## src/rtl/cfq_pkg.sv

```systemverilog
// Shared types and constants for the circular FIFO queue.
`default_nettype none

package cfq_pkg;

	localparam int WORD_W = 32;

	localparam logic signed [WORD_W-1:0] EMPTY_WORD = -32'sd1;

	typedef enum logic [1:0] {
		OP_ENQ       = 2'd0,
		OP_DEQ       = 2'd1,
		OP_PEEK_OLD  = 2'd2,
		OP_PEEK_NEW  = 2'd3
	} op_t;

	typedef enum logic [1:0] {
		ST_OK    = 2'd0,
		ST_FULL  = 2'd1,
		ST_EMPTY = 2'd2
	} status_t;

	typedef struct packed {
		logic enq;
		logic deq;
	} cfq_ctl_t;

endpackage

`default_nettype wire

```

## src/rtl/circular_fifo_queue.sv

```systemverilog
// Top level of the circular FIFO queue built as a chain of storage cells.
// A result is registered and appears in the cycle after its item is accepted.
// Throughput: one item per cycle unless out_ready stalls; all cells update together.
// The output register frees in the cycle its result is taken, so input and output overlap.
// Reset clears every cell's occupied bit and the output valid; stored words are not cleared.
`default_nettype none

module circular_fifo_queue #(
	parameter int DEPTH = 128
) (
	input  wire logic                               clk,
	input  wire logic                               arst_n,
	input  wire logic                               in_valid,
	output logic                                    in_ready,
	input  wire logic [1:0]                         func,
	input  wire logic signed [cfq_pkg::WORD_W-1:0]  value,
	output logic                                    out_valid,
	input  wire logic                               out_ready,
	output logic signed [cfq_pkg::WORD_W-1:0]       data,
	output logic [1:0]                              status,
	output logic                                    is_empty,
	output logic                                    is_full
);
	import cfq_pkg::*;

	logic                     cell_valid [DEPTH];
	logic signed [WORD_W-1:0] cell_data  [DEPTH];
	cfq_ctl_t                 ctl;

	logic                     accept;
	logic                     do_enq;
	logic                     do_deq;
	logic                     empty_now;
	logic                     full_now;
	logic signed [WORD_W-1:0] r_data;
	status_t                  r_status;
	logic                     r_empty;
	logic                     r_full;

	logic signed [WORD_W-1:0] newest_q;
	logic                     out_valid_q;
	logic signed [WORD_W-1:0] data_q;
	status_t                  status_q;
	logic                     is_empty_q;
	logic                     is_full_q;

	genvar i;
	generate
		for (i = 0; i < DEPTH; i++) begin : g_cell
			logic                     prev_v;
			logic                     next_v;
			logic signed [WORD_W-1:0] next_d;

			if (i == 0) begin : g_first
				assign prev_v = 1'b1;
			end else begin : g_mid
				assign prev_v = cell_valid[i-1];
			end

			if (i == DEPTH - 1) begin : g_last
				assign next_v = 1'b0;
				assign next_d = '0;
			end else begin : g_inner
				assign next_v = cell_valid[i+1];
				assign next_d = cell_data[i+1];
			end

			cfq_cell u_cell (
				.clk        (clk),
				.arst_n     (arst_n),
				.ctl        (ctl),
				.value      (value),
				.prev_valid (prev_v),
				.next_valid (next_v),
				.next_data  (next_d),
				.valid      (cell_valid[i]),
				.data       (cell_data[i])
			);
		end
	endgenerate

	assign in_ready  = !out_valid_q || out_ready;
	assign accept    = in_valid && in_ready;
	assign empty_now = !cell_valid[0];
	assign full_now  = cell_valid[DEPTH-1];

	always_comb begin
		do_enq   = 1'b0;
		do_deq   = 1'b0;
		r_data   = '0;
		r_status = ST_OK;
		r_empty  = empty_now;
		r_full   = full_now;
		case (func)
			OP_ENQ: begin
				if (full_now) begin
					r_status = ST_FULL;
				end else begin
					do_enq  = 1'b1;
					r_empty = 1'b0;
					r_full  = cell_valid[DEPTH-2];
				end
			end
			OP_DEQ: begin
				if (empty_now) begin
					r_data   = EMPTY_WORD;
					r_status = ST_EMPTY;
				end else begin
					do_deq  = 1'b1;
					r_data  = cell_data[0];
					r_full  = 1'b0;
					r_empty = !cell_valid[1];
				end
			end
			OP_PEEK_OLD: begin
				if (empty_now) begin
					r_data   = EMPTY_WORD;
					r_status = ST_EMPTY;
				end else begin
					r_data = cell_data[0];
				end
			end
			OP_PEEK_NEW: begin
				if (empty_now) begin
					r_data   = EMPTY_WORD;
					r_status = ST_EMPTY;
				end else begin
					r_data = newest_q;
				end
			end
			default: begin
				r_data = '0;
			end
		endcase
	end

	assign ctl = {accept && do_enq, accept && do_deq};

	always_ff @(posedge clk) begin
		if (ctl.enq) begin
			newest_q <= value;
		end
	end

	always_ff @(posedge clk or negedge arst_n) begin
		if (!arst_n) begin
			out_valid_q <= 1'b0;
		end else if (accept) begin
			out_valid_q <= 1'b1;
		end else if (out_ready) begin
			out_valid_q <= 1'b0;
		end
	end

	always_ff @(posedge clk) begin
		if (accept) begin
			data_q     <= r_data;
			status_q   <= r_status;
			is_empty_q <= r_empty;
			is_full_q  <= r_full;
		end
	end

	assign out_valid = out_valid_q;
	assign data      = data_q;
	assign status    = status_q;
	assign is_empty  = is_empty_q;
	assign is_full   = is_full_q;

endmodule

`default_nettype wire

```

## src/rtl/cfq_cell.sv

```systemverilog
// One storage cell of the queue chain: holds a word and an occupied bit.
`default_nettype none

module cfq_cell (
	input  wire logic                               clk,
	input  wire logic                               arst_n,
	input  wire cfq_pkg::cfq_ctl_t                  ctl,
	input  wire logic signed [cfq_pkg::WORD_W-1:0]  value,
	input  wire logic                               prev_valid,
	input  wire logic                               next_valid,
	input  wire logic signed [cfq_pkg::WORD_W-1:0]  next_data,
	output logic                                    valid,
	output logic signed [cfq_pkg::WORD_W-1:0]       data
);
	import cfq_pkg::*;

	logic                     valid_q;
	logic signed [WORD_W-1:0] data_q;

	always_ff @(posedge clk or negedge arst_n) begin
		if (!arst_n) begin
			valid_q <= 1'b0;
		end else if (ctl.deq) begin
			valid_q <= next_valid;
		end else if (ctl.enq && !valid_q && prev_valid) begin
			valid_q <= 1'b1;
		end
	end

	always_ff @(posedge clk) begin
		if (ctl.deq) begin
			data_q <= next_data;
		end else if (ctl.enq && !valid_q && prev_valid) begin
			data_q <= value;
		end
	end

	assign valid = valid_q;
	assign data  = data_q;

endmodule

`default_nettype wire

```

## config.mk

```make
export PLATFORM = sky130hd
export DESIGN_NAME = circular_fifo_queue
export DESIGN_NICKNAME = d
export VERILOG_FILES = /design/src/rtl/cfq_pkg.sv /design/src/rtl/circular_fifo_queue.sv /design/src/rtl/cfq_cell.sv
export SDC_FILE = /design/constraint.sdc
export NUM_CORES = 2
export LEC_CHECK = 0
export BUFFER_PORTS_ARGS = -buffer_cell sky130_fd_sc_hd__buf_2
export CAP_MARGIN = 10
export CORE_MARGIN = 5
export CORE_UTILIZATION = 32
export CTS_BUF_LIST = sky130_fd_sc_hd__clkbuf_8
export DETAILED_ROUTE_END_ITERATION = 10
export HOLD_SLACK_MARGIN = 0.03
export SLEW_MARGIN = 10
export SYNTH_ARGS = -nofsm -noshare
export SYNTH_HDL_FRONTEND = slang
export SYNTH_SLANG_ARGS = --single-unit
```

## constraint.sdc

```tcl
create_clock -name clk -period 13.5 [get_ports clk]
set_input_delay 2.7 -clock clk [delete_from_list [all_inputs] [get_ports clk]]
set_output_delay 2.7 -clock clk [all_outputs]
set_load 0.01 [all_outputs]
```

==> metrics <==
run status=completed; Post-Route Setup TNS=0 ns; row cnt=266; Ys Warns=0; Overall Global Routing Usage=12.5%; Final period util=49.5%; Worst Path Arrival=3.98 ns; NumNets Final=10157; final instance area=0.188 sq mm; CTS clock-pin slew for the worst setup and hold paths=0.06 ns; Syn Nets=10222; Mapped Cells=10180; DIE AREA=0.542 sq mm; DRT Pass-1 Iters=5; max_slew headroom=16.8%; initial core utilization=32.1%; syn avg cell area=16.6 sq um; Setup CP Type=input port to output port; most frequent cell after synthesis=edfxtp_1; grt ovf=0; Yosys reg bits=4293; Netlist Area Pre-Place=0.169 sq mm; clk_skew=0.0572 ns; clock sinks=4293; Routed Antenna Nets=0; H-tree lvl count=6; CTS resizes=0; Sw Ratio=25.3%; Routed wire per std cell=19.7 um; synth cell count leaders=4132 x edfxtp_1, 4065 x a21o_1, 433 x clkbuf_1, 416 x buf_2; number of global-route vias before repair=90268; GP Congestion=0.740; setup bufs post-CTS=0; CP Capture Type=output port; Synth top area share=73.5%; Cell Area, Placed=0.176 sq mm; min-delay src=g_cell[120].u_cell.data[22]$_DFFE_PP_; via count=88518; internal power=21.9 mW; root buf cell=clkbuf_8; Die W=736 um; die height=736 um; Worst Reg2Reg Path Length in Cells=8; Final Max Tran Viols=0; worst skew pair latency=1.18 ns; Primary FF master, synth=edfxtp_1; DRC=0; post-synthesis sequential area ratio=75.8%; initial DRC count=7654; final hold vios=0; Lkg Pwr=79.0 nW; cts bufs inserted=678; dpl hpwl=181 mm; WL final=347 mm; setup violation total in the final timing report=0; worst r2r src=out_valid$_DFFE_PN0P_; RSZ-0062 raised after global routing=no; Clk pwr share=34.6%; Reg power frac=55.8%; Layout area overhead=11.3%; Worst Path Required=10.80 ns; first-pass GRT wire length=548 mm; clock buffer depth=4; max_cap viols=0; CP startpoint=out_ready; pwr/cell area=156 mW/mm^2; initial antenna violation count=17; fmax=150 MHz; maximum VDD drop=0.000113 V; Sw Pwr=7.40 mW; Yosys cell types=31; worst-margin pin slew=1.25 ns; IO Port Bufs=75; I/O pin count=76; startpoint types=input port; minimum clock period=6.68 ns; Comb pwr share=9.6%; core area=0.525 sq mm; Area contributors post-synth=edfxtp_1 74%, a21o_1 18%, dfrtp_1 1.9%, buf_2 1.2%, clkbuf_1 0.96%; largest net degree at the start of global routing=246; hold path depth=1; HP Class=register to register; CTS tree=built; CP max FO=73; largest area contributor in the netlist=edfxtp_1; fraction of registers with async set/reset=3.00%; post-DR vias/cell=5.02; layout cell share with drive strength beyond 1=12.1%; Post-CTS Hold Fix Bufs=0; Post-synth EDFFs=4132
==> area by class of cell <==
cell class | count | area, sq um
Fill cell | 49509 | 337000
Sequential cell | 4293 | 128000
Multi-Input combinational cell | 4785 | 36200
Clock buffer | 701 | 9650
Tap cell | 6968 | 8720
Timing Repair Buffer | 318 | 2610
Clock inverter | 523 | 2560
Inverter | 39 | 154
Antenna cell | 15 | 37.5
==> registers in the layout (all words and copies together), names as in the netlist <==
name                 cells
g_cell.u_cell.data    4096
is_full                  1
out_valid                1
is_empty                 1
newest_q                32
status                   2
g_cell.u_cell.valid    128
data                    32
==> routing by layer <==
layer	vias up	wire length [um]	GRT usage, %
met5	-	39	0
met4	6	6290	3.01
met3	519	18100	2.19
met2	2017	158000	19.3
met1	46471	165000	18.1
li1	39505	-	-
==> power by group through the flow <==
| stage | logic [mW] | clock network (mW) | registers, mW |
|---|---|---|---|
| 5_1_grt | 3.10 | 11.1 | 16.4 |
| 3_3_place_gp | 2.78 | 0 | 16.6 |
| 3_5_place_dp | 2.83 | 0 | 16.6 |
| 6_report | 2.81 | 10.1 | 16.4 |
| 2_1_floorplan | 2.01 | 0 | 16.5 |
| 4_1_cts | 2.86 | 10.4 | 16.4 |
==> cell families after synthesis <==
| family | synth area share, % |
|---|---|
| buffers and inverters | 3.35 |
| AOI/OAI and AO/OA | 20.2 |
| and+or+nand+nor | 0.631 |
| adders and majority gates | 0.0297 |
| DFF | 75.8 |
==> worst paths after layout <==
path                       slack (ns)                                     to
setup reg to reg                 8.39   g_cell[10].u_cell.data[23]$_DFFE_PP_
max in group asynchronous       10.51    g_cell[73].u_cell.valid$_DFFE_PN0P_
hold reg to reg                  0.47  g_cell[119].u_cell.data[22]$_DFFE_PP_
hold / removal                   0.47  g_cell[119].u_cell.data[22]$_DFFE_PP_
setup / recovery                 6.82                               in_ready
min in group asynchronous        1.57   g_cell[110].u_cell.valid$_DFFE_PN0P_
==> stage by stage <==
step | setup WS (ns) | instances | power [mW] | hold slack, ns | utilization [%]
final | 6.82 | 17642 | 29.3 | 0.472 | 35.8
after global routing | 6.79 | 17631 | 30.6 | 0.467 | 35.8
after global placement | 6.26 | 16401 | 19.4 | 0.455 | 33.4
after floorplan | 6.91 | 10180 | 18.5 | 0.449 | -
after CTS | 6.85 | 17625 | 29.7 | 0.446 | 35.8
after detailed placement | 6.19 | 16401 | 19.5 | 0.462 | 33.4
==> cell usage in the layout (no fill, tap or decap), types with 7 or more instances in the layout <==
| master | n |
|---|---|
| a21o_1 | 4065 |
| a21oi_1 | 65 |
| inv_8 | 8 |
| dfrtp_1 | 129 |
| a31oi_1 | 126 |
| a31oi_4 | 32 |
| o31ai_1 | 32 |
| clkinv_2 | 41 |
| buf_12 | 28 |
| a2bb2oi_1 | 125 |
| dfxtp_1 | 32 |
| diode_2 | 15 |
| clkinvlp_4 | 14 |
| inv_12 | 12 |
| inv_1 | 309 |
| a22oi_1 | 33 |
| o21ai_4 | 7 |
| inv_6 | 12 |
| nand4_1 | 158 |
| buf_2 | 73 |
| edfxtp_1 | 4132 |
| clkinv_1 | 153 |
| o21ai_2 | 120 |
| clkbuf_8 | 701 |
| buf_4 | 213 |
==> worst max-delay path, cell delays in order <==
cell	delay (ns)
buf_2	0.10
nor2b_2	0.11
buf_4	0.46
inv_8	0.32
buf_2	0.26
Note: power is estimated with default switching activity, not from simulation.
